File: config.mk
export PLATFORM = sky130hd
export DESIGN_NAME = fifo_reader_writer_lock_grants_core_flat
export DESIGN_NICKNAME = d
export VERILOG_FILES = /design/src/frwl_pkg.sv /design/src/frwl_ifs.sv /design/src/fifo_reader_writer_lock_grants_core.sv /design/src/frwl_engine.sv /design/src/frwl_out_stage.sv /design/src/flat_wrapper.sv
export SDC_FILE = /design/constraint.sdc
export NUM_CORES = 1
export LEC_CHECK = 0
export BUFFER_PORTS_ARGS = -buffer_cell sky130_fd_sc_hd__buf_2
export CAP_MARGIN = 20
export CELL_PAD_IN_SITES_DETAIL_PLACEMENT = 1
export CELL_PAD_IN_SITES_GLOBAL_PLACEMENT = 2
export CORE_UTILIZATION = 47
export DETAILED_ROUTE_END_ITERATION = 8
export PLACE_DENSITY = 0.84
export SLEW_MARGIN = 20
export SYNTH_ARGS = -nofsm -noshare
export SYNTH_HDL_FRONTEND = slang
export SYNTH_SLANG_ARGS = --single-unit
File: constraint.sdc
create_clock -name i_clk -period 6.1 [get_ports i_clk]
set_clock_uncertainty 0.05 [all_clocks]
set_input_delay 0.61 -clock i_clk [delete_from_list [all_inputs] [get_ports i_clk]]
set_output_delay 0.61 -clock i_clk [all_outputs]
set_load 0.01 [all_outputs]
File: src/frwl_pkg.sv
// Shared types and constants for the reader-writer lock grant arbiter.
`timescale 1ns / 1ps
`default_nettype none

package frwl_pkg;

    localparam int HANDLES_DEF = 16;
    localparam int HANDLE_W    = 4;
    localparam int MASK_W      = 16;
    localparam int LEN_W       = 5;

    localparam logic MODE_JOIN  = 1'b0;
    localparam logic MODE_LEAVE = 1'b1;

    typedef enum logic [1:0] {
        ST_OK           = 2'd0,
        ST_JOIN_DUP     = 2'd1,
        ST_LEAVE_ABSENT = 2'd2
    } t_status;

    typedef struct packed {
        t_status             status;
        logic [MASK_W-1:0]   new_read_grants;
        logic [MASK_W-1:0]   new_write_grants;
        logic [LEN_W-1:0]    line_length;
    } t_rsp;

endpackage

`default_nettype wire

File: src/frwl_ifs.sv
// Request and response channel interfaces of the lock grant arbiter.
`timescale 1ns / 1ps
`default_nettype none

interface frwl_req_if;
    logic                          valid;
    logic                          ready;
    logic                          mode;
    logic [frwl_pkg::HANDLE_W-1:0] handle;
    logic                          is_write;

    modport source (output valid, output mode, output handle, output is_write, input ready);
    modport sink   (input valid, input mode, input handle, input is_write, output ready);
endinterface

interface frwl_rsp_if;
    logic                          valid;
    logic                          ready;
    logic [1:0]                    status;
    logic [frwl_pkg::MASK_W-1:0]   new_read_grants;
    logic [frwl_pkg::MASK_W-1:0]   new_write_grants;
    logic [frwl_pkg::LEN_W-1:0]    line_length;

    modport source (output valid, output status, output new_read_grants,
                    output new_write_grants, output line_length, input ready);
    modport sink   (input valid, input status, input new_read_grants,
                    input new_write_grants, input line_length, output ready);
endinterface

`default_nettype wire

File: src/fifo_reader_writer_lock_grants_core.sv
// Top level of the first-in-first-out reader-writer lock grant arbiter.
//
// i_req carries one transaction per request: mode (join at tail or leave),
// handle and is_write. o_rsp returns exactly one transaction per request:
// status, masks of read and write grants newly given, and line length.
// Requests are handled one at a time; i_req.ready is high only while the
// sequencer is idle. Each request walks the line memory one entry at a time
// (read, then evaluate) through a single compare/update unit. A refused
// request goes straight to the finish state; a join runs the grant walk from
// the head; a leave first compacts the line, then runs the grant walk. The
// grant walk stops at the first writer. i_req.ready returns in the cycle
// after the result loads. A finished result sits in the output register;
// the next request is taken while it waits, and the sequencer holds its next
// result until the output register frees. Stalling o_rsp.ready only delays
// completion. Reset (i_rst_n low, synchronous) empties the line and clears
// all grants.
`timescale 1ns / 1ps
`default_nettype none

module fifo_reader_writer_lock_grants_core #(
    parameter int HANDLES = frwl_pkg::HANDLES_DEF
) (
    input  wire logic  i_clk,
    input  wire logic  i_rst_n,
    frwl_req_if.sink   i_req,
    frwl_rsp_if.source o_rsp
);
    import frwl_pkg::*;

    logic out_free;
    logic load;
    t_rsp rsp_data;

    frwl_engine #(
        .HANDLES (HANDLES)
    ) u_engine (
        .i_clk      (i_clk),
        .i_rst_n    (i_rst_n),
        .i_req      (i_req),
        .i_out_free (out_free),
        .o_load     (load),
        .o_rsp      (rsp_data)
    );

    frwl_out_stage u_out (
        .i_clk   (i_clk),
        .i_rst_n (i_rst_n),
        .i_load  (load),
        .i_data  (rsp_data),
        .o_free  (out_free),
        .o_rsp   (o_rsp)
    );

endmodule

`default_nettype wire

File: src/frwl_engine.sv
// Sequencer, line memory and per-handle flags; walks the line one entry at a time.
`timescale 1ns / 1ps
`default_nettype none

module frwl_engine #(
    parameter int HANDLES = frwl_pkg::HANDLES_DEF
) (
    input  wire logic    i_clk,
    input  wire logic    i_rst_n,
    frwl_req_if.sink     i_req,
    input  wire logic    i_out_free,
    output logic         o_load,
    output frwl_pkg::t_rsp o_rsp
);
    import frwl_pkg::*;

    localparam int IDX_W = $clog2(HANDLES);
    localparam int CNT_W = $clog2(HANDLES + 1);

    typedef enum logic [2:0] {
        S_IDLE,
        S_C_RD,
        S_C_EX,
        S_W_RD,
        S_W_EX,
        S_FIN
    } t_state;

    t_state              r_state;
    logic [IDX_W-1:0]    r_line [HANDLES];
    logic [IDX_W-1:0]    r_rdata;
    logic [CNT_W-1:0]    r_count;
    logic [CNT_W-1:0]    r_pos;
    logic [CNT_W-1:0]    r_dst;
    logic [IDX_W-1:0]    r_idx;
    logic [HANDLES-1:0]  r_in_line;
    logic [HANDLES-1:0]  r_wants_write;
    logic [HANDLES-1:0]  r_rd_grant;
    logic [HANDLES-1:0]  r_wr_grant;
    t_status             r_status;
    logic [MASK_W-1:0]   r_new_rd;
    logic [MASK_W-1:0]   r_new_wr;

    logic                accept;
    logic                is_join;
    logic [IDX_W-1:0]    req_idx;
    logic                req_ok;
    logic                join_ok;
    logic                leave_ok;
    logic                mem_we;
    logic [IDX_W-1:0]    mem_waddr;
    logic [IDX_W-1:0]    mem_wdata;
    logic                mem_re;
    logic                pos_end;
    logic [MASK_W-1:0]   cur_bit;

    assign i_req.ready = (r_state == S_IDLE);
    assign accept      = i_req.valid && i_req.ready;
    assign is_join     = (i_req.mode == MODE_JOIN);
    assign req_idx     = IDX_W'(i_req.handle);
    assign req_ok      = (HANDLES >= MASK_W) || (int'(i_req.handle) < HANDLES);
    assign join_ok     = req_ok && !r_in_line[req_idx] && (r_count != CNT_W'(HANDLES));
    assign leave_ok    = req_ok && r_in_line[req_idx];
    assign pos_end     = (r_pos == r_count);
    assign cur_bit     = MASK_W'(1) << r_rdata;

    assign mem_we    = (accept && is_join && join_ok)
                    || ((r_state == S_C_EX) && (r_rdata != r_idx));
    assign mem_waddr = (r_state == S_C_EX) ? r_dst[IDX_W-1:0] : r_count[IDX_W-1:0];
    assign mem_wdata = (r_state == S_C_EX) ? r_rdata : req_idx;
    assign mem_re    = ((r_state == S_C_RD) || (r_state == S_W_RD)) && !pos_end;

    always_ff @(posedge i_clk) begin
        if (mem_we) begin
            r_line[mem_waddr] <= mem_wdata;
        end
    end

    always_ff @(posedge i_clk) begin
        if (mem_re) begin
            r_rdata <= r_line[r_pos[IDX_W-1:0]];
        end
    end

    always_ff @(posedge i_clk) begin
        if (!i_rst_n) begin
            r_state       <= S_IDLE;
            r_count       <= '0;
            r_in_line     <= '0;
            r_wants_write <= '0;
            r_rd_grant    <= '0;
            r_wr_grant    <= '0;
        end else begin
            unique case (r_state)
                S_IDLE: begin
                    if (accept) begin
                        r_new_rd <= '0;
                        r_new_wr <= '0;
                        r_pos    <= '0;
                        r_dst    <= '0;
                        r_idx    <= req_idx;
                        if (is_join) begin
                            if (join_ok) begin
                                r_status               <= ST_OK;
                                r_count                <= r_count + 1'b1;
                                r_in_line[req_idx]     <= 1'b1;
                                r_wants_write[req_idx] <= i_req.is_write;
                                r_rd_grant[req_idx]    <= 1'b0;
                                r_wr_grant[req_idx]    <= 1'b0;
                                r_state                <= S_W_RD;
                            end else begin
                                r_status <= ST_JOIN_DUP;
                                r_state  <= S_FIN;
                            end
                        end else begin
                            if (leave_ok) begin
                                r_status               <= ST_OK;
                                r_in_line[req_idx]     <= 1'b0;
                                r_wants_write[req_idx] <= 1'b0;
                                r_rd_grant[req_idx]    <= 1'b0;
                                r_wr_grant[req_idx]    <= 1'b0;
                                r_state                <= S_C_RD;
                            end else begin
                                r_status <= ST_LEAVE_ABSENT;
                                r_state  <= S_FIN;
                            end
                        end
                    end
                end
                S_C_RD: begin
                    if (pos_end) begin
                        r_count <= r_dst;
                        r_pos   <= '0;
                        r_state <= S_W_RD;
                    end else begin
                        r_state <= S_C_EX;
                    end
                end
                S_C_EX: begin
                    if (r_rdata != r_idx) begin
                        r_dst <= r_dst + 1'b1;
                    end
                    r_pos   <= r_pos + 1'b1;
                    r_state <= S_C_RD;
                end
                S_W_RD: begin
                    r_state <= pos_end ? S_FIN : S_W_EX;
                end
                S_W_EX: begin
                    if (!r_rd_grant[r_rdata]) begin
                        r_rd_grant[r_rdata] <= 1'b1;
                        r_new_rd            <= r_new_rd | cur_bit;
                    end
                    if (r_wants_write[r_rdata]) begin
                        if ((r_pos == '0) && !r_wr_grant[r_rdata]) begin
                            r_wr_grant[r_rdata] <= 1'b1;
                            r_new_wr            <= r_new_wr | cur_bit;
                        end
                        r_state <= S_FIN;
                    end else begin
                        r_pos   <= r_pos + 1'b1;
                        r_state <= S_W_RD;
                    end
                end
                S_FIN: begin
                    if (i_out_free) begin
                        r_state <= S_IDLE;
                    end
                end
                default: r_state <= S_IDLE;
            endcase
        end
    end

    assign o_load                 = (r_state == S_FIN) && i_out_free;
    assign o_rsp.status           = r_status;
    assign o_rsp.new_read_grants  = r_new_rd;
    assign o_rsp.new_write_grants = r_new_wr;
    assign o_rsp.line_length      = LEN_W'(r_count);

endmodule

`default_nettype wire

File: src/frwl_out_stage.sv
// Output register that holds a finished result until the receiver takes it.
`timescale 1ns / 1ps
`default_nettype none

module frwl_out_stage (
    input  wire logic           i_clk,
    input  wire logic           i_rst_n,
    input  wire logic           i_load,
    input  wire frwl_pkg::t_rsp i_data,
    output logic                o_free,
    frwl_rsp_if.source          o_rsp
);
    import frwl_pkg::*;

    logic r_valid;
    t_rsp r_data;

    always_ff @(posedge i_clk) begin
        if (!i_rst_n) begin
            r_valid <= 1'b0;
        end else if (i_load) begin
            r_valid <= 1'b1;
        end else if (o_rsp.ready) begin
            r_valid <= 1'b0;
        end
    end

    always_ff @(posedge i_clk) begin
        if (i_load) begin
            r_data <= i_data;
        end
    end

    assign o_free                 = !r_valid || o_rsp.ready;
    assign o_rsp.valid            = r_valid;
    assign o_rsp.status           = r_data.status;
    assign o_rsp.new_read_grants  = r_data.new_read_grants;
    assign o_rsp.new_write_grants = r_data.new_write_grants;
    assign o_rsp.line_length      = r_data.line_length;

endmodule

`default_nettype wire

File: src/flat_wrapper.sv
// flat-port wrapper written by rule: the top's interface ports become plain ports
module fifo_reader_writer_lock_grants_core_flat import frwl_pkg::*;
#(
    parameter int HANDLES = frwl_pkg::HANDLES_DEF
)
  (i_clk, i_rst_n, i_req_valid, i_req_mode, i_req_handle, i_req_is_write, i_req_ready, o_rsp_valid, o_rsp_status, o_rsp_new_read_grants, o_rsp_new_write_grants, o_rsp_line_length, o_rsp_ready);
  frwl_req_if i_req_i ();
  frwl_rsp_if o_rsp_i ();
  input  wire logic i_clk;
  input  wire logic i_rst_n;
  input wire logic [$bits(i_req_i.valid)-1:0] i_req_valid;
  input wire logic [$bits(i_req_i.mode)-1:0] i_req_mode;
  input wire logic [$bits(i_req_i.handle)-1:0] i_req_handle;
  input wire logic [$bits(i_req_i.is_write)-1:0] i_req_is_write;
  output wire logic [$bits(i_req_i.ready)-1:0] i_req_ready;
  output wire logic [$bits(o_rsp_i.valid)-1:0] o_rsp_valid;
  output wire logic [$bits(o_rsp_i.status)-1:0] o_rsp_status;
  output wire logic [$bits(o_rsp_i.new_read_grants)-1:0] o_rsp_new_read_grants;
  output wire logic [$bits(o_rsp_i.new_write_grants)-1:0] o_rsp_new_write_grants;
  output wire logic [$bits(o_rsp_i.line_length)-1:0] o_rsp_line_length;
  input wire logic [$bits(o_rsp_i.ready)-1:0] o_rsp_ready;
  assign i_req_i.valid = i_req_valid;
  assign i_req_i.mode = i_req_mode;
  assign i_req_i.handle = i_req_handle;
  assign i_req_i.is_write = i_req_is_write;
  assign i_req_ready = i_req_i.ready;
  assign o_rsp_valid = o_rsp_i.valid;
  assign o_rsp_status = o_rsp_i.status;
  assign o_rsp_new_read_grants = o_rsp_i.new_read_grants;
  assign o_rsp_new_write_grants = o_rsp_i.new_write_grants;
  assign o_rsp_line_length = o_rsp_i.line_length;
  assign o_rsp_i.ready = o_rsp_ready;
  fifo_reader_writer_lock_grants_core #(.HANDLES(HANDLES)) u_core (.i_clk(i_clk), .i_rst_n(i_rst_n), .i_req(i_req_i), .o_rsp(o_rsp_i));
endmodule
=== Word-level counts from Yosys, hierarchy flattened ===
Memories as Yosys holds them, arrays and structs flattened. A register that Yosys moved wholly into a read port is not among the register bits.
Cells that the tools add are included.

* Bits in registers: 160
* RAM bits: 64
* Bits of input ports: 10
* Output and inout bits: 41
* Word-level logic and storage cells: 160
* Memories: 1

{| class="wikitable"
|+ Memories
! name !! depth !! width !! rd ports !! clocked after memory_dff !! write ports !! line !! source
|-
| u_core.u_engine.r_line || 16 || 4 || 1 || 1 || 1 || frwl_engine.sv:30 || <nowiki>logic [IDX_W-1:0] r_line [HANDLES];</nowiki>
|}

* Add/subtract/negate cells: 3
* Magnitude comparators: 4
* Equality and inequality tests: 21
* Shifts and indexed selects: 1
* Mux-type cells: 67
* Bitwise logic cells: 11
* Reductions and logical operators: 35

{| class="wikitable"
|+ Operators by type and width
! operator !! number
|-
| $mux W16 || 21
|-
| $pmux W16 S2 || 4
|-
| $or A16 B16 Y16 || 5
|-
| $and A16 B16 Y16 || 4
|-
| $mux W5 || 8
|-
| $pmux W5 S2 || 2
|-
| $pmux W5 S4 || 1
|-
| $reduce_and A5 Y1 || 4
|-
| $mux W3 || 6
|-
| $pmux W3 S6 || 1
|-
| $bmux W1 S4 || 4
|-
| $bwmux W16 || 1
|-
| $not A16 Y16 || 1
|-
| $shl A1 B4 Y16 const A || 1
|-
| $add A5 B1 Y5 const B || 3
|-
| $ne A2 B2 Y1 const B || 7
|-
| $mux W1 || 13
|-
| $reduce_and A4 Y1 || 3
|-
| $logic_and A1 B1 Y1 || 10
|-
| $lt A4 B5 Y1 const B || 2
|-
| $reduce_bool A2 Y1 || 5
|-
| $demux W1 S4 || 2
|-
| $ge A4 B1 Y1 const B || 2
|-
| $mux W4 || 2
|-
| other kinds (18) || 30
|}

=== Depth between registers and ports, before layout ===
* Depth in word-level cells: 10
* Gate-level depth with buffers: 11
* Mapped depth without buffers: 8

=== Modules after synthesis ===
From an unflattened synthesis, not the netlist that was laid out.

* Cells, all modules: 749
* Area, all modules: 9796.9 µm²

{| class="wikitable"
|+ Modules (own cells, without submodules)
! module !! times used !! cells each !! area each (µm²) !! sequential area each (µm²)
|-
| frwl_engine || 1 || 706 || 8577.0 || 4924.7
|-
| frwl_out_stage || 1 || 43 || 1219.9 || 1191.1
|}

=== Worst setup path after synthesis ===
OpenSTA, ideal clock, no wires.

* Path type: reg2reg
* Start point: register u_core.u_engine.r_pos[1]
* End point: register u_core.u_engine.r_new_wr[0] (enable)
* Library setup time: 0.409 ns
* Data arrival time: 3.357 ns
* Required time: 5.641 ns
* Slack: 2.284 ns
* Stages on the path, launching flop included: 10
* Path buffers: 3
* Clock period less this slack: 3.816 ns
* Path through: edfxtp_1 > clkbuf_1 > clkbuf_1 > inv_1 > ha_1 > or4b_1 > o31ai_4 > buf_2 > mux2i_1 > nor3_1

* Word-level cells in the longest chain between the ends: 4

{| class="wikitable"
|+ RTL lines
! what !! line !! source
|-
| start, declared || frwl_engine.sv:33 || <nowiki>logic [CNT_W-1:0] r_pos;</nowiki>
|-
| start signal, assigned || frwl_engine.sv:143 || <nowiki>r_pos <= r_pos + 1'b1;</nowiki>
|-
| start signal, assigned || frwl_engine.sv:161 || <nowiki>r_pos <= r_pos + 1'b1;</nowiki>
|-
| $logic_not A5 Y1 || frwl_engine.sv:155 || <nowiki>if ((r_pos == '0) && !r_wr_grant[r_rdata]) begin</nowiki>
|-
| $logic_and A1 B1 Y1 || frwl_engine.sv:155 ||
|-
| $ne A2 B2 Y1 (no source line) || n/a ||
|-
| $reduce_and A5 Y1 (no source line) || n/a ||
|-
| end signal, assigned || frwl_engine.sv:157 || <nowiki>r_new_wr <= r_new_wr | cur_bit;</nowiki>
|-
| end, declared || frwl_engine.sv:42 || <nowiki>logic [MASK_W-1:0] r_new_wr;</nowiki>
|}

No other way between the ends.
A chain may end at the register's enable or synchronous reset.

=== Worst setup path after layout ===
* Start point: register u_core.u_engine.r_count[0]
* End point: memory u_core.u_engine.r_line[5][2] (netlist bit) (enable)

* Word-level cells in the longest chain between the ends: 6
* Elaborated cells between the ends (all ways): 7
* Those cells by class: eq/ne (1); mux (3); reduce/logical (3)

{| class="wikitable"
|+ RTL lines
! what !! line !! source
|-
| start, declared || frwl_engine.sv:32 || <nowiki>logic [CNT_W-1:0] r_count;</nowiki>
|-
| start signal, assigned || frwl_engine.sv:105 || <nowiki>r_count <= r_count + 1'b1;</nowiki>
|-
| start signal, assigned || frwl_engine.sv:132 || <nowiki>r_count <= r_dst;</nowiki>
|-
| $ne A5 B5 Y1 || frwl_engine.sv:62 || <nowiki>assign join_ok = req_ok && !r_in_line[req_idx] && (r_count != CNT_W'(HANDLES));</nowiki>
|-
| $logic_and A1 B1 Y1 || frwl_engine.sv:62 ||
|-
| $logic_and A1 B1 Y1 || frwl_engine.sv:67 || <nowiki>assign mem_we = (accept && is_join && join_ok)</nowiki>
|-
| $logic_or A1 B1 Y1 || frwl_engine.sv:68 || <nowiki>|| ((r_state == S_C_EX) && (r_rdata != r_idx));</nowiki>
|-
| $mux W1 || frwl_engine.sv:74 || <nowiki>if (mem_we) begin</nowiki>
|-
| $mux W1 (implied by the code) || frwl_engine.sv:75 || <nowiki>r_line[mem_waddr] <= mem_wdata;</nowiki>
|-
| end, declared || frwl_engine.sv:30 ||
|}

Parallel ways exist; a longest one is shown, timed or not.

==> impl_metrics.yaml <==
placement:
  port_buffers: 50
  place_congestion: 0.797
  hpwl_um: 17300
clock_network:
  cts_resized: 0
  cts_hold_buffers: 0
  clk_pin_slew_worst_paths_ns: 0.06
  cts_buffers: 25
  cts_num_sinks: 228
  insertion_delay_ns: 0.51
  htreeDepth: 1
  clockBufferDepth: 3
  post_cts_buffers: 0
  root_buffer: "clkbuf_16"
  cts_tree: "yes"
floorplan:
  die-height_um: 147
  core.rowCount: 52
  io_pins: 51
  die_w_um: 147
  die-area_mm2: 0.0215
  initial_core_util_pct: 48.3
  core-area_mm2: 0.0204
flow_run:
  cap_violations: 0
cells_and_area:
  register_area_mm2: 0.00612
  diodes: 0
  final_layout_size_suffix_gt1_share_pct: 19.8
  n_fill_cell: 2015
  multi_input_area_mm2: 0.00351
  fin_nets: 768
  syn_to_final_growth_pct: 12.2
sta:
  setup_viol: 0
  rsz0062_at_grt: "no"
  fin_tns_setup_ns: 0
  min_period_ns: 3.76
  tightestPinTransition_ns: 1.02
  relSlewSlack_pct: 31.8
  max_freq_mhz: 266
  slew_viol_final: 0
  finalCritPeriodShare_pct: 61.6
  hold_viol: 0
logic_synthesis:
  ys_seq_area_share_pct: 62.1
  synth-seq-cells: 228
  synth_top_area_share_pct: 47.3
  synth_top_family_by_area: "multiplexers"
  ys_top_cells_by_count: "edfxtp_1, dfxtp_1, nand2_1"
  synth.cell_area_mm2: 0.00984
  synth-simple-area-share_pct: 10.3
  synth-async-reset-ratio_pct: 0
  synthFlopType: "edfxtp_1"
  synth_xor_area_share_pct: 1.33
  synth-edff-count: 155
  synth_top_area_cell: "edfxtp_1"
  yosysWarningCount: 0
  synth_mux_area_share_pct: 12.7
  postSynthNetCount: 731
  synth.avg_cell_area_um2: 13.7
  synthAdderAreaFrac_pct: 0.636
  synth_top_cells_by_area: "edfxtp_1, dfxtp_1, mux4_2"
  synth_cells: 716
  ys_types: 66
  yosysMostFrequentCell: "edfxtp_1"
  synth_compound_area_share_pct: 10.4
grt:
  grt_max_degree: 60
  grt_pass1_vias: 6505
  grt_usage_pct: 23.7
  overflow: 0
  grt_antenna_before_repair: 0
  grt_pass1_wl_um: 38900
drt:
  via_per_inst: 5.99
  routed_wl_um: 24900
  drc: 0
  wl_per_cell_um: 24.0
  vias: 6217
  dr.pass1.iters: 5
  final_antenna_net_count: 0
  dr.first_iter.drc_count: 405
setup_path:
  crit-reg2reg-launch: "u_core.u_engine.r_count[0]"
  path_class: "reg2reg"
  worstPathRequired_ns: 6.19
  cp.arrival_ns: 3.85
  path_max_fanout: 16
  r2r_cells: 8
  cp-end-kind: "flip-flop"
  startpoint_type: "flip-flop"
  r2r_slack_ns: 2.34
  r2r_end: "u_core.u_engine.r_line[5][2]"
pwr:
  p_seq_share_pct: 51.3
  p_comb_share_pct: 11.1
  powerDensity_mw_per_mm2: 322
  ir_drop_mv: 0.198
  p_leak_nw: 4.03
  p_switching_mw: 0.896
  clkPwrFrac_pct: 37.6
  swShare_pct: 25.2
  internal_power_mw: 2.66
  finalPower_mw: 3.56
min_path:
  min_to: "u_core.u_out.o_rsp.status[1]"
  min_path_cells: 0
  hold_start: "u_core.u_engine.r_status[1]"
  hp-class: "reg2reg"
outcome:
  outcome: "finished, final reports clean"
stage by stage:
step | worst slack, ns | util (%) | std cells | hold slack, ns | cell area (um2)
2_1_floorplan | 2.28 | - | 716 | 0.350 | 9840
3_3_place_gp | 2.06 | 50.4 | 993 | 0.379 | 10300
3_5_place_dp | 1.88 | 50.4 | 993 | 0.382 | 10300
4_1_cts | 1.86 | 53.9 | 1035 | 0.374 | 11000
5_1_grt | 2.01 | 54.2 | 1038 | 0.382 | 11000
6_report | 2.34 | 54.2 | 1038 | 0.370 | 11000
worst max-delay path by stage:
stage	from	to	slack, ns
floorplan	u_core.u_engine.r_pos[1]	u_core.u_engine.r_new_wr[0]	2.28
CTS	u_core.u_engine.r_rdata[0]	u_core.u_engine.r_new_wr[6]	1.86
finish	u_core.u_engine.r_count[0]	u_core.u_engine.r_line[5][2]	2.34
global route	u_core.u_engine.r_count[0]	u_core.u_engine.r_line[5][2]	2.01
detailed placement	u_core.u_engine.r_rdata[0]	u_core.u_engine.r_new_wr[8]	1.88
global placement	u_core.u_engine.r_rdata[0]	u_core.u_engine.r_new_wr[13]	2.06
kinds of logic after synthesis:
logic type,count (synthesis)
flip-flops,228
AND/OR/NAND/NOR,202
AO/OA/AOI/OAI,127
multiplexers,82
buffers and inverters,57
XOR/XNOR,15
adder cells (fa/ha/maj),5
state kept, by name (all words and copies together), names as in the netlist, named ones only:
name / cells
u_core.u_engine.r_dst: 5
u_core.u_out.o_rsp.new_write_grants: 16
u_core.u_engine.r_count: 5
u_core.u_engine.r_status: 2
u_core.u_engine.r_idx: 4
u_core.u_engine.r_new_rd: 16
u_core.u_out.o_rsp.status: 2
u_core.u_engine.r_pos: 5
u_core.u_engine.r_wr_grant: 16
u_core.u_engine.r_state: 3
u_core.u_engine.r_line: 64
u_core.u_engine.r_rdata: 4
u_core.u_engine.r_rd_grant: 16
u_core.u_out.o_rsp.new_read_grants: 16
u_core.u_out.o_rsp.valid: 1
u_core.u_out.o_rsp.line_length: 5
u_core.u_engine.r_wants_write: 16
u_core.u_engine.r_new_wr: 16
cell usage in the layout, fill, tap and decap left out, drive strengths merged, types with 8 or more instances in the layout:
master  netlist  routed
edfxtp      155     155
dfxtp        73      73
nand2        63      63
buf          15      57
mux2i        43      43
nor2         38      38
clkbuf       32      37
nor3         33      33
mux4         33      33
a21o         32      32
a21oi        25      25
nor3b        17      17
nand3        12      12
a31oi        11      11
xnor2        11      11
a32o         11      11
nand2b       10      10
inv          10      10
nor2b         9       9
o211ai        9       9
o21ai         9       9
a211oi        8       8
power groups by stage:
| stage | clock, mW | combinational (mW) | sequential, mW |
|---|---|---|---|
| global route | 1.42 | 0.426 | 1.83 |
| finish | 1.34 | 0.395 | 1.82 |
| global placement | 0 | 0.360 | 1.86 |
| floorplan | 0 | 0.309 | 1.80 |
| CTS | 1.37 | 0.380 | 1.83 |
| detailed placement | 0 | 0.377 | 1.86 |
final cells by class:
type,instances,share of cell area [%]
clock buffers,37,6.25
repair buffers,57,2.99
well taps,270,3.06
inverters,10,0.340
flip-flops and latches,228,55.4
multi-input cells,431,31.8
clock inverters,5,0.204
worst max-delay path: stages (launching register included):
cell	delay (ns)
dfxtp_1	0.51
inv_1	0.17
ha_1	0.24
nand4bb_1	0.11
nor2b_1	0.29
nand3_1	0.16
o21ai_1	0.82
nor2_2	0.37
nor3_1	0.66
routing by layer:
metal,vias to the layer above,track usage [%],wire length [um]
met4,0,5.89,475
met1,3158,32.1,10700
met2,204,39.8,12400
li1,2816,-,-
met5,-,0,0
met3,39,4.22,1410
No activity file was read; power rests on OpenSTA's default activity.
